==> config.mk <==
export PLATFORM = sky130hd
export DESIGN_NAME = falru_ctrl
export DESIGN_NICKNAME = d
export VERILOG_FILES = /design/src/hdl/falru_pkg.sv /design/src/hdl/falru_ctrl.sv
export SDC_FILE = /design/constraint.sdc
export NUM_CORES = 1
export LEC_CHECK = 0
export BUFFER_PORTS_ARGS = -buffer_cell sky130_fd_sc_hd__buf_2
export CAP_MARGIN = 20
export CORE_ASPECT_RATIO = 1.25
export CORE_MARGIN = 4
export CORE_UTILIZATION = 57
export CTS_BUF_LIST = sky130_fd_sc_hd__clkbuf_8
export DETAILED_ROUTE_END_ITERATION = 6
export GPL_TIMING_DRIVEN = 0
export PLACE_DENSITY = 0.88
export SYNTH_ARGS = -nofsm -noshare
export SYNTH_HDL_FRONTEND = slang
export SYNTH_SLANG_ARGS = --single-unit
==> constraint.sdc <==
create_clock -name i_clk -period 3 [get_ports i_clk]
set_clock_uncertainty 0.2 [all_clocks]
set_input_delay 0.3 -clock i_clk [delete_from_list [all_inputs] [get_ports i_clk]]
set_output_delay 0.3 -clock i_clk [all_outputs]
set_load 0.02 [all_outputs]
==> src/hdl/falru_pkg.sv <==
// Package: shared widths, controller states and controller/datapath command types.
`default_nettype none
package falru_pkg;
    localparam int NUM_WAYS_DEF     = 8;
    localparam int BLOCK_WORDS_DEF  = 16;
    localparam int MEMORY_WORDS_DEF = 4096;

    localparam int ADDR_W = 12;
    localparam int DATA_W = 32;
    localparam int WAY_W  = 3;
    localparam int VBLK_W = 8;
    localparam int CNT_W  = 32;

    localparam logic CMD_LOAD  = 1'b0;
    localparam logic CMD_STORE = 1'b1;

    typedef enum logic [2:0] {
        ST_CLEAR,
        ST_IDLE,
        ST_LOOKUP,
        ST_WB,
        ST_FILL,
        ST_ACCESS,
        ST_DONE
    } t_state;

    typedef struct packed {
        logic accept;
        logic lookup;
        logic wb_rd;
        logic fill_rd;
        logic clr;
        logic acc;
        logic done;
    } t_dp_cmd;

    typedef struct packed {
        logic hit;
        logic wb;
    } t_dp_sts;
endpackage
`default_nettype wire

==> src/hdl/falru_ctrl.sv <==
// Controller: sequences clear, lookup, write-back, fill, access and result.
`default_nettype none
module falru_ctrl #(
    parameter int BLOCK_WORDS  = 16,
    parameter int MEMORY_WORDS = 4096,
    localparam int SW  = $clog2(BLOCK_WORDS + 1),
    localparam int MAW = $clog2(MEMORY_WORDS)
) (
    input  wire logic               i_clk,
    input  wire logic               i_rst_n,
    input  wire logic               i_in_valid,
    output      logic               o_in_ready,
    output      logic               o_out_valid,
    input  wire logic               i_out_ready,
    input  wire falru_pkg::t_dp_sts i_sts,
    output      falru_pkg::t_dp_cmd o_cmd,
    output      logic [SW-1:0]      o_step,
    output      logic [MAW-1:0]     o_clr_addr
);
    import falru_pkg::*;

    t_state         r_state, n_state;
    logic [SW-1:0]  r_step, n_step;
    logic [MAW-1:0] r_clr, n_clr;
    logic           r_out_valid, n_out_valid;

    always_ff @(posedge i_clk) begin
        if (!i_rst_n) begin
            r_state     <= ST_CLEAR;
            r_step      <= '0;
            r_clr       <= '0;
            r_out_valid <= 1'b0;
        end else begin
            r_state     <= n_state;
            r_step      <= n_step;
            r_clr       <= n_clr;
            r_out_valid <= n_out_valid;
        end
    end

    always_comb begin
        n_state     = r_state;
        n_step      = r_step;
        n_clr       = r_clr;
        n_out_valid = r_out_valid && !i_out_ready;
        o_cmd       = '0;
        o_in_ready  = 1'b0;
        unique case (r_state)
            ST_CLEAR: begin
                o_cmd.clr = 1'b1;
                n_clr     = r_clr + 1'b1;
                if (r_clr == MAW'(MEMORY_WORDS - 1)) begin
                    n_state = ST_IDLE;
                end
            end
            ST_IDLE: begin
                o_in_ready   = 1'b1;
                o_cmd.accept = i_in_valid;
                if (i_in_valid) begin
                    n_state = ST_LOOKUP;
                end
            end
            ST_LOOKUP: begin
                o_cmd.lookup = 1'b1;
                n_step       = '0;
                if (i_sts.hit) begin
                    n_state = ST_ACCESS;
                end else if (i_sts.wb) begin
                    n_state = ST_WB;
                end else begin
                    n_state = ST_FILL;
                end
            end
            ST_WB: begin
                // one extra step drains the last pending write
                o_cmd.wb_rd = (r_step != SW'(BLOCK_WORDS));
                if (r_step == SW'(BLOCK_WORDS)) begin
                    n_step  = '0;
                    n_state = ST_FILL;
                end else begin
                    n_step = r_step + 1'b1;
                end
            end
            ST_FILL: begin
                o_cmd.fill_rd = (r_step != SW'(BLOCK_WORDS));
                if (r_step == SW'(BLOCK_WORDS)) begin
                    n_step  = '0;
                    n_state = ST_ACCESS;
                end else begin
                    n_step = r_step + 1'b1;
                end
            end
            ST_ACCESS: begin
                o_cmd.acc = 1'b1;
                n_state   = ST_DONE;
            end
            ST_DONE: begin
                if (!r_out_valid || i_out_ready) begin
                    o_cmd.done  = 1'b1;
                    n_out_valid = 1'b1;
                    n_state     = ST_IDLE;
                end
            end
            default: n_state = ST_IDLE;
        endcase
    end

    assign o_out_valid = r_out_valid;
    assign o_step      = r_step;
    assign o_clr_addr  = r_clr;
endmodule
`default_nettype wire

# Word level (Yosys, flattened, before mapping)
# Index checks and enable logic that the tools add are counted.
# word_totals
out_inout_bits	26
inputBits	6
regBits	21
# classes
muxes	21
addsub	2
eq_ne	14
reduce_logical	8
# op_table
cell	n
2-to-1 mux 3 bit	7
case mux 3 bit (7 select lines)	1
adder 12 x 1 -> 12 bit, second input constant	1
equality test 12 bit, second input constant	1
2-to-1 mux 1 bit	11
!= test 2 bit, second input constant	5
case mux 5 bit (2 select lines)	1
equality test 3 bit, second input constant	3
equality test 3 x 2 -> 1 bit, second input constant	2
adder 5 x 1 -> 5 bit, second input constant	1
equality test 5 bit, second input constant	1
2-to-1 mux 5 bit	1
!= test 5 bit, second input constant	1
AND reduction 5 bit	1
equality test 3 x 1 -> 1 bit, second input constant	1
zero test 3 bit	1
zero test 1 bit	2
nonzero test 2 bit	1
OR reduction 2 bit	1
logical AND 1 bit	1
logical OR 1 bit	1

# Depth between registers and ports, before layout
# Gate-level depths: netlist (run 1).
# logic_depth
depth_word	4
depth_mapped	7
ltp_nobuf	6

# Worst setup path after synthesis (run 1)
# OpenSTA, ideal clock, no wires.
# synth_timing
path_kind	reg2reg
from	reg r_clr[0], in the netlist o_clr_addr[0]
to	reg r_clr[10], in the netlist o_clr_addr[10]
t_arrival_ns	1.696
setup_slack_ns	0.976
t_required_ns	2.672
path_stages_with_launch	7
path_buffers	1
path_cell_list	dfxtp_1 ha_1 or4b_1 buf_2 nor4_4 xnor2_1 nor2_1
# synth_between
elab_chain_len	1
# synth_lines
item	line	source
from (decl)	falru_ctrl.sv:24	logic [MAW-1:0] r_clr, n_clr;
from (signal assigned)	falru_ctrl.sv:36	r_clr <= n_clr;
adder 12 x 1 -> 12 bit	falru_ctrl.sv:51	n_clr = r_clr + 1'b1;
# Every way passes these cells.
# A chain may end at the register's enable or synchronous reset.

# Final worst setup path (run 1)
# Ends and elaborated chain as after synthesis.

==> results of run 1 <==
area by class of cell:
cell class / instances / share of cell area [%]
multi-input combinational: 106 / 48.9
inverter: 7 / 1.89
buffer: 7 / 2.70
clock inverter: 1 / 0.360
clock buffer: 3 / 2.97
tap: 20 / 1.80
sequential: 21 / 30.2
timing repair buffer: 31 / 11.2
critical path: cells and delay by family (launching register included):
kind          cells  cell delay [ns]
simple gates      3             0.76
flops             1             0.41
fa+ha+maj         1             0.20
buf+inv           1             0.18
xor+xnor          1             0.14
per-stage QoR:
stage                     utilization (%)  hold slack, ns  power [W]
after global routing                 71.0           0.139   0.000518
final                                71.0           0.119   0.000499
after detailed placement             68.6           0.302   0.000322
after global placement               68.6           0.291   0.000321
after floorplan                         -           0.239   0.000310
after CTS                            71.0           0.116   0.000502
registers in the layout (all words and copies together), names as in the netlist:
signal / count
o_clr_addr: 12
o_step: 5
o_out_valid: 1
r_state: 3
where the power goes:
part | total (W) | switching [W] | internal, W
clock | 0.000183 | 0.0000905 | 0.0000925
combinational | 0.0000293 | 0.0000184 | 0.0000109
sequential | 0.000287 | 0.00000450 | 0.000282
total | 0.000499 | 0.000113 | 0.000386
metal layers:
metal  global-route usage, %  vias up  share of wire, %
met5                       0        -                 0
met3                    4.05        6               4.9
li1                        -      573                 -
met4                    10.7        0               1.8
met1                    20.8      543                40
met2                    36.4       34                53
layout by cell type (no fill, tap or decap), types with 4 or more instances in the layout:
master and n:
buf_2 34, dfxtp_1 21, nor2_1 17, nand2_1 13, a21oi_1 10, inv_1 7, xnor2_1 6, nand3_1 5
a311oi_1 5, o21ai_0 5, or3_1 5, nand2b_1 4
kinds of logic (layout without fill, tap and decap cells):
logic type	count (synthesis)	in the layout
and+or+nand+nor	68	68
AOI/OAI and AO/OA	26	26
DFF	21	21
buffers and inverters	14	49
xor gates and xnor gates	8	8
adders and majority gates	3	3
muxes	1	1
final timing paths:
check / to / slack (ns) / cells past startpoint
worst max-delay path: o_clr_addr[10]$_SDFFE_PN0P_ / 0.97 / 6
worst min-delay path: r_state[1]$_SDFFE_PN0P_ / 0.12 / 3
worst max register to register: o_clr_addr[10]$_SDFFE_PN0P_ / 0.97 / 6
worst min register to register: o_clr_addr[11]$_SDFFE_PN0P_ / 0.32 / 2
==> summary.md, run 1 <==
| Metric | Value |
|---|---|
| Final wirelength | 2710 um |
| Routability Congestion | roughly 0.83 |
| Yosys warns | 0 |
| First drt pass iteration count | 4 |
| Sequential share of the synthesized area | 36.1% |
| Final worst setup slack | 0.973 ns |
| Share of synthesized flip-flops with an asynchronous set or reset | 0% |
| Top-count cell post-synth | dfxtp_1 |
| Final setup viols | 0 |
| Slowest-stage cell, CP | or4b_1 |
| Worst slew pin tran | ~0.5 ns |
| DP HPWL | 2040 um |
| CTS Hold Bufs | 0 |
| Synth-to-Final Area Change | 19.4% |
| Register bit total from synthesis | 21 |
| First-pass GRT wire length | 4510 um |
| Fin. Hold Viols | 0 |
| Number of synthesized flops with an enable pin | 0 |
| Initial DRC count | 25 |
| WP data required | 2.93 ns |
| Xor and xnor area share after synthesis | 6.02% |
| Clock transition at path regs | about 0.080 ns |
| Avg WL per Cell | 13.8 um |
| Pre-CTS WS | 0.994 ns |
| Final layout net count | between 150 and 200 |
| CP endpoint kind | register |
| CP Launch Point | o_clr_addr[0]$_SDFFE_PN0P_ |
| Worst setup SP type | register |
| CTS tree | yes |
| Largest net degree at the start of global routing | 13 |
| Core ar. | 1960 um2 |
| Synth Area in Compound Gates | 14.8% |
| Final count of pins violating max slew | 0 |
| Cell Count, Final, Fillers Out | 196 |
| Status | complete, no violations |
| Share of cells above drive strength 1 | 26.7% |
| FMAX | 493 MHz |
| Synth top area cells | dfxtp_1 (36%), nor2_1 (5.5%), xnor2_1 (4.5%) |
| Power per cell area | 359 nW/um2 |
| Vias per std cell | 5.90 |
| CTS Sinks | 21 |
| Clk Latency, worst-skew pair | 0.26 ns |
| N_diodes | 0 |
| GR Overflow Total | 0 |
| Ports | 32 |
| Cells resized by post-CTS repair | 0 |
| Main synth FF type | dfxtp_1 |
| Largest area contributor in the netlist | dfxtp_1 |
| Hold/Removal Path Class | in -> reg |
| Max-slew headroom | 66.6% |
| ANT nets after route | 0 |
| Synth Area in Adders | under 10% |
| CTS max path bufs | 2 |
| GRT Overall Usage | 19.8% |
| Via Count | 1156 |
| Post-place instance area | 1350 um2 |
| CP Max Fanout | 6 |
| Synth cell types | 37 |
| FP Rows | 18 |
| Post-synth top cells | dfxtp_1 (21), nor2_1 (17), nand2_1 (13) |
| P_leak | between 0.5 and 0.6 nW |
| Initial antenna violation count | 0 |
| Num CTS Buffers | 3 |
| Post-synthesis instance area | ~1200 um2 |
| Setup CP Type | reg -> reg |
| Syn Nets | 150 |
| Root Driver | clkbuf_8 |
| RSZ-0062 raised after global routing | false |
| Worst path max stage delay | approximately 0.44 ns |
| Final worst-path cycle share | 67.6% |
| Final min period | ~2.0 ns |
| Data arrival, critical path | 1.96 ns |
| Main combinational cell family by area after synthesis | simple AND/OR/NAND/NOR gates |
| Post-Synth Simple-Gate Area | about 34% |
| Final Cell Area | 1390 um2 |
| Multi-input logic area | 681 um2 |
| HP Start | i_rst_n |
| FF/Latch Area | approximately 420 um2 |
| CP Cell Sequence | ha_1 > or4b_1 > buf_2 > nor4_4 > xnor2_1 > nor2_1 |
| Post-CTS setup buffers | 0 |
| Mux cell area share after synthesis | 0.859% |
| Die Span Y | 58.5 um |
| Initial core utilization | 59.5% |
| Count of buffers from port buffering | 31 |
| Syn Area/Cell | 8.26 um2 |
| Share of the synthesized area in the top cell type | 36.1% |
| Mapped Cells | between 100 and 150 |
| DRC Markers | 0 |
| H-tree levels | 1 |
| FF-to-FF Start | o_clr_addr[0]$_SDFFE_PN0P_ |
| Worst vdd ir | 0.337 mV |
| Placed cell count | about 190 |
| Max_cap viols | 0 |
| Setup TNS | 0 ns |
| Vias in the first global route | 1082 |
| Fill cells | 169 |
| Die W | 48.4 um |
| Die area | 2840 um2 |
Power figures use the tool's default switching activity.
==> run 2, diff against run 1 <==
Settings changed: ABC_AREA from default to 1, CORE_UTILIZATION 57 to 53, PLACE_DENSITY 0.88 to 0.83.
Clock period 3 ns to 2 ns, I/O delays scaled along.
==> summary.md, run 2 <==
| Metric | Value |
|---|---|
| RSZ-0062 raised after global routing | false (unchanged) |
| ANT nets after route | 0 (unchanged) |
| Count of buffers from port buffering | 31 (unchanged) |
| Cells resized by post-CTS repair | 0 (unchanged) |
| DP HPWL | 2070 um (was 2040 um) |
| DRC Markers | 0 (unchanged) |
| Initial core utilization | 56.6% (was 59.5%) |
| Pre-CTS WS | 0.447 ns (was 0.994 ns) |
| Int Pwr | 0.000773 W (was 0.000386 W) |
| Number of synthesized flops with an enable pin | 0 (unchanged) |
| Post-synthesis instance area | 1150 um2 (was 1160 um2) |
| GRT Overall Usage | 20.0% (was 19.8%) |
| FMAX | ~560 MHz |
| Commonest non-fill, non-tap cells in the layout | nand2_1 (31), buf_2 (31), nor2_1 (27) (was buf_2 (34), dfxtp_1 (21), nor2_1 (17)) |
| Ports | 32 (unchanged) |
| Syn Nets | 182 (was 150) |
| Max reg flops | 12 (unchanged) |
| CTS Hold Bufs | 0 (unchanged) |
| Max-slew headroom | 70.9% (was 66.6%) |
| Cell Count, Final, Fillers Out | 228 (was 196) |
| Via Count | 1225 (was 1156) |
| Setup CP Type | reg -> out (was reg -> reg) |
| Data arrival, critical path | 1.39 ns (was 1.96 ns) |
| Largest area contributor in the netlist | dfxtp_1 (unchanged) |
| Routability Congestion | 0.847 (was 0.826) |
| Main synth FF type | dfxtp_1 (unchanged) |
| Total power | 0.00136 W (was 0.000499 W) |
| First-pass GRT wire length | 4650 um (was 4510 um) |
| Yosys warns | 0 (unchanged) |
| Final wirelength | 2700 um (was 2710 um) |
| Num CTS Buffers | 3 (unchanged) |
| Post-CTS setup buffers | 0 (unchanged) |
| Avg WL per Cell | 11.8 um (was 13.8 um) |
| Worst slew pin tran | 0.436 ns (was 0.501 ns) |
| First drt pass iteration count | 4 (unchanged) |
| Die W | 49.6 um (was 48.4 um) |
| Share of synthesized flip-flops with an asynchronous set or reset | 0% (unchanged) |
| Hold/Removal Path Class | in -> reg (unchanged) |
| Worst vdd ir | 0.658 mV (was 0.337 mV) |
| Final worst-path cycle share | 89.3% |
| Sequential share of the synthesized area | 36.6% (was 36.1%) |
| FP Rows | 18 (unchanged) |
| Final min period | 1.79 ns |
| Placed cell count | 224 (was 192) |
| Core ar. | 2030 um2 (was 1960 um2) |
| Clock Power Share | 21.1% (was 36.7%) |
| Synth-to-Final Area Change | 19.7% (was 19.4%) |
| Sw Ratio | 43.1% (was 22.7%) |
| CTS tree | yes (unchanged) |
| CTS max path bufs | 2 (unchanged) |
| CTS Sinks | 21 (unchanged) |
| Share of the synthesized area in the top cell type | 36.6% (was 36.1%) |
| Max_cap viols | 0 (unchanged) |
| Combinational Power Share | 40.0% (was 5.9%) |
| Status | complete, no violations (unchanged) |
| Power per cell area | 989 nW/um2 (was 359 nW/um2) |
| Top-count cell post-synth | nand2_1 (was dfxtp_1) |
| Mapped Cells | 173 (was 141) |
| Setup TNS | 0 ns (unchanged) |
| Die Span Y | 60.0 um (was 58.5 um) |
| Vias per std cell | 5.37 (was 5.90) |
| P_sw | 0.000586 W (was 0.000113 W) |
| Fin. Hold Viols | 0 (unchanged) |
| Final worst setup slack | 0.213 ns (was 0.973 ns) |
| Final count of pins violating max slew | 0 (unchanged) |
| Largest net degree at the start of global routing | 13 (unchanged) |
| Share of cells above drive strength 1 | 22.1% (was 26.7%) |
| Die area | 2980 um2 (was 2840 um2) |
| N_diodes | 0 (unchanged) |
| Fill cells | 182 (was 169) |
| CP endpoint kind | output pin (was register) |
| Synth cell types | 22 (was 37) |
| Vias in the first global route | 1139 (was 1082) |
| WP data required | 1.60 ns (was 2.93 ns) |
| Synth top area cells | dfxtp_1 (37%), nand2_1 (10%), nor2_1 (8.8%) (was dfxtp_1 (36%), nor2_1 (5.5%), xnor2_1 (4.5%)) |
| Root Driver | clkbuf_8 (unchanged) |
| P_leak | 0.656 nW (was 0.583 nW) |
| Seq pwr share | 38.9% (was 57.4%) |
| CP Max Fanout | 4 (was 6) |
| Final setup viols | 0 (unchanged) |
| Clock transition at path regs | 0.08 ns (about the same) |
| Initial antenna violation count | 0 (unchanged) |
| Clk Latency, worst-skew pair | 0.27 ns (was 0.26 ns) |
| Final layout net count | 218 (was 186) |
| Worst setup SP type | register (unchanged) |
| Syn Area/Cell | 6.63 um2 (was 8.26 um2) |
| Post-synth top cells | nand2_1 (31), nor2_1 (27), inv_1 (24) (was dfxtp_1 (21), nor2_1 (17), nand2_1 (13)) |
| GR Overflow Total | 0 (unchanged) |
| Register bit total from synthesis | 21 (unchanged) |
| Initial DRC count | 50 (was 25) |
| H-tree levels | 1 (unchanged) |
run 2: changes by cell type after synthesis, moves of 6 or more:
cell and delta:
nand2_1 +18, inv_1 +17, nor2_1 +10, a21oi_1 +7, nand3_1 +7, xnor2_1 -6
run 2: per-layer routing:
metal	track usage, %	up-vias	share of wire, %
met3	4.74	8	7.1
met4	11.1	0	2.1
met5	0	-	0
li1	-	626	-
met2	37.2	51	51
met1	20.6	540	40
run 2: worst paths after layout:
path                                                  from                     endpoint  slack (ns)  depth (start not counted)
worst min-delay path                               i_rst_n  o_clr_addr[10]$_SDFFE_PN0P_       0.001                          3
worst max register to register  o_clr_addr[0]$_SDFFE_PN0P_      r_state[2]$_SDFFE_PN0P_        0.43                          9
worst min register to register      o_step[3]$_SDFFE_PN0P_       o_step[3]$_SDFFE_PN0P_        0.29                          2
worst max-delay path                o_step[0]$_SDFFE_PN0P_                     o_cmd[3]        0.21                          6
run 2: cell type report:
type                    instances  area (um2)  share of cell area, %
well taps                      20        25.0                   1.82
flip-flops and latches         21         420                   30.6
clock buffers                   3        41.3                   3.01
multi-input cells             124         622                   45.3
plain buffers                   1        3.75                  0.273
repair buffers                 31         155                   11.3
inverters                      27         101                   7.38
clock inverters                 1        5.00                  0.364
run 2: cell families after synthesis:
logic type	Yosys count	share of synthesized area, %
AND/OR/NAND/NOR	89	35.8
AO/OA/AOI/OAI	30	13.6
buffers and inverters	28	9.16
flip-flops	21	36.6
adder cells (fa/ha/maj)	3	3.27
XOR/XNOR	2	1.53
run 2: power groups by stage:
stage	clock, W	sequential (W)	combinational [W]
6_report	0.000287	0.000528	0.000544
4_1_cts	0.000286	0.000527	0.000547
3_3_place_gp	0	0.000531	0.000526
3_5_place_dp	0	0.000538	0.000544
5_1_grt	0.000304	0.000536	0.000612
2_1_floorplan	0	0.000562	0.000371
run 2: metrics by stage:
step / cell area [um2] / hold slack [ns] / utilization, %
floorplan: 1150 / 0.138 / -
global placement: 1330 / 0.267 / 65.5
detailed placement: 1330 / 0.276 / 65.5
CTS: 1370 / 0.00103 / 67.8
global route: 1370 / 0.0207 / 67.8
finish: 1370 / 0.00117 / 67.8
run 2: critical path: stages (launching register included):
cell and delay [ns]:
dfxtp_1 0.39, inv_1 0.09, ha_1 0.20, nand3_1 0.12, inv_1 0.08, nor2_1 0.08, buf_2 0.16
==> run 3, diff against run 2 <==
Settings changed: CORE_UTILIZATION 53 to 48, PLACE_DENSITY 0.83 to 0.79.
Clock period 2 ns to 1.5 ns, I/O delays scaled along.
==> summary.md, run 3 (synthesis results as in run 2) <==
| Metric | Value |
|---|---|
| CP most frequent cell | inv_4 (was inv_1) |
| Slowest-stage cell, CP | dfxtp_2 (was dfxtp_1) |
| Num CTS Buffers | 3 (unchanged) |
| DRC Markers | 0 (unchanged) |
| GRT Overall Usage | 19.6% (was 20.0%) |
| Routability Congestion | 0.834 (was 0.847) |
| Setup CP Type | reg -> out (unchanged) |
| Synth-to-Final Area Change | 44.4% (was 19.7%) |
| Die W | 51.7 um (was 49.6 um) |
| Cell Count, Final, Fillers Out | 250 (was 228) |
| CP endpoint kind | output pin (unchanged) |
| Max_cap viols | 0 (unchanged) |
| P_sw | 0.000915 W (was 0.000586 W) |
| Via Count | 1323 (was 1225) |
| CP Max Fanout | 3 (was 4) |
| FP Rows | 19 (was 18) |
| First-pass GRT wire length | 5070 um (was 4650 um) |
| Total power | 0.00213 W (was 0.00136 W) |
| Crit-path leading delay family | flip-flops (unchanged) |
| FMAX | between 600 and 700 MHz |
| CTS max path bufs | 2 (unchanged) |
| Final min period | between 1.5 and 2 ns |
| Ports | 32 (unchanged) |
| Power per cell area | 1280 nW/um2 (was 989 nW/um2) |
| H-tree levels | 1 (unchanged) |
| Worst setup SP type | register (unchanged) |
| Clk Latency, worst-skew pair | 0.26 ns (was 0.27 ns) |
| RSZ-0062 raised after global routing | true (was false) |
| Count of buffers from port buffering | 31 (unchanged) |
| Int Pwr | 0.00121 W (was 0.000773 W) |
| CTS Sinks | 21 (unchanged) |
| Final Cell Area | 1660 um2 (was 1370 um2) |
| Placed cell count | 235 (was 224) |
| WP data required | 1.15 ns (was 1.60 ns) |
| WP buf/inv | 3 (unchanged) |
| Avg WL per Cell | 13.6 um (was 11.8 um) |
| Core ar. | 2230 um2 (was 2030 um2) |
| DP HPWL | 2120 um (was 2070 um) |
| Status | finished, violations left (was complete, no violations) |
| Final layout net count | 229 (was 218) |
| Die area | 3240 um2 (was 2980 um2) |
| Initial core utilization | 51.3% (was 56.6%) |
| N_diodes | 0 (unchanged) |
| Final worst setup slack | -0.0204 ns (was 0.213 ns) |
| Vias per std cell | 5.29 (was 5.37) |
| Initial DRC count | 42 (was 50) |
| Final worst-path cycle share | 101% |
| Final count of pins violating max slew | 0 (unchanged) |
| ANT nets after route | 0 (unchanged) |
| P_leak | 0.730 nW (was 0.656 nW) |
| GR Overflow Total | 0 (unchanged) |
| Final setup viols | 2 (was 0) |
| Clock Power Share | 17.2% (was 21.1%) |
| Final wirelength | 3390 um (was 2700 um) |
| Initial antenna violation count | 0 (unchanged) |
| Worst slew pin tran | 0.432 ns (was 0.436 ns) |
| Sw Ratio | 43.0% (was 43.1%) |
| Share of cells above drive strength 1 | 39.3% (was 22.1%) |
| Worst vdd ir | 0.870 mV (was 0.658 mV) |
| Clock transition at path regs | 0.08 ns (about the same) |
| Vias in the first global route | 1227 (was 1139) |
| Largest net degree at the start of global routing | 13 (unchanged) |
| Fin. Hold Viols | 0 (unchanged) |
| Worst hold margin | 0.0648 ns (was 0.00117 ns) |
| Worst path max stage delay | 0.36 ns (was 0.39 ns) |
| Most common cell after layout, fill and taps aside | nand2_1 |
| CTS tree | yes (unchanged) |
| Max reg flops | 12 (unchanged) |
| Data arrival, critical path | 1.17 ns (was 1.39 ns) |
| Post-place instance area | 1350 um2 (was 1330 um2) |
| Combinational Power Share | 46.6% (was 40.0%) |
| Commonest non-fill, non-tap cells in the layout | nand2_1 (30), buf_2 (25), inv_1 (19), nor2_1 (19), a21oi_1 (16) (was nand2_1 (31), buf_2 (31), nor2_1 (27)) |
| Die Span Y | 62.7 um (was 60.0 um) |
| Max-slew headroom | 71.2% (was 70.9%) |
| Setup TNS | -0.0399 ns (was 0 ns) |
| First drt pass iteration count | 4 (unchanged) |
| CP Cell Sequence | inv_4 > ha_4 > nand3_4 > inv_4 > nor2_4 > buf_6 (was inv_1 > ha_1 > nand3_1 > inv_1 > nor2_1 > buf_2) |
| Root Driver | clkbuf_8 (unchanged) |
| Violated checks | setup timing |
| Hold/Removal Path Class | in -> reg (unchanged) |
| Seq pwr share | 36.2% (was 38.9%) |
## run 3: changes by cell type in the layout (fill, tap and decap cells not counted), sizes merged
cell	change
buf	+10
dlygate4sd3	+1
## run 3: per-layer routing
layer / vias up / share of wire (%) / GRT usage (%)
li1: 655 / - / -
met3: 8 / 3.2 / 2.39
met1: 618 / 42 / 22.2
met2: 42 / 53 / 35.7
met4: 0 / 2.1 / 7.87
met5: - / 0 / 0
## run 3: worst paths after layout
check	startpoint	cells after the start	to	slack, ns
worst max-delay path	o_step[0]$_SDFFE_PN0P_	6	o_cmd[3]	-0.02
worst min-delay path	i_out_ready	4	o_out_valid$_SDFF_PN0_	0.06
worst max register to register	r_state[2]$_SDFFE_PN0P_	8	r_state[2]$_SDFFE_PN0P_	0.02
worst min register to register	o_clr_addr[5]$_SDFFE_PN0P_	2	o_clr_addr[5]$_SDFFE_PN0P_	0.31
## run 3: timing repair
item                                    4_1_cts  5_1_grt
setup buffers                                 4        6
resized for setup                            21       39
pin swaps                                     3       10
endpoints found under the hold margin         2        0
hold buffers                                  1        0
endpoints found under the setup margin       17       21
## run 3: area by class of cell
class,instances,area (um2)
multi-input combinational,124,743
fill,187,578
sequential,21,440
timing repair buffer,42,270
inverter,27,114
clock buffer,3,41.3
tap,31,38.8
clock inverter,1,5.00
buffer,1,3.75
## run 3: power by group through the flow
stage | clock [W] | combinational, W | sequential [W]
after floorplan | 0 | 0.000496 | 0.000757
after global placement | 0 | 0.000702 | 0.000717
after detailed placement | 0 | 0.000730 | 0.000727
after CTS | 0.000376 | 0.000800 | 0.000720
after global routing | 0.000396 | 0.00107 | 0.000779
final | 0.000366 | 0.000990 | 0.000771
## run 3: worst reg2reg max path, stage by stage, from the launching register on
cell,delay (ns)
dfxtp_4,0.39
inv_1,0.12
nand3_2,0.14
nand2_2,0.19
nand2_4,0.10
nand2_2,0.09
nor2_1,0.04
nor2_1,0.08
nor2_1,0.05
## run 3: per-stage QoR
step | util, % | setup WS, ns
floorplan | - | -0.0594
global placement | 60.2 | 0.0111
detailed placement | 60.2 | -0.0374
CTS | 66.5 | -0.0418
global route | 74.1 | -0.0827
finish | 74.1 | -0.0204
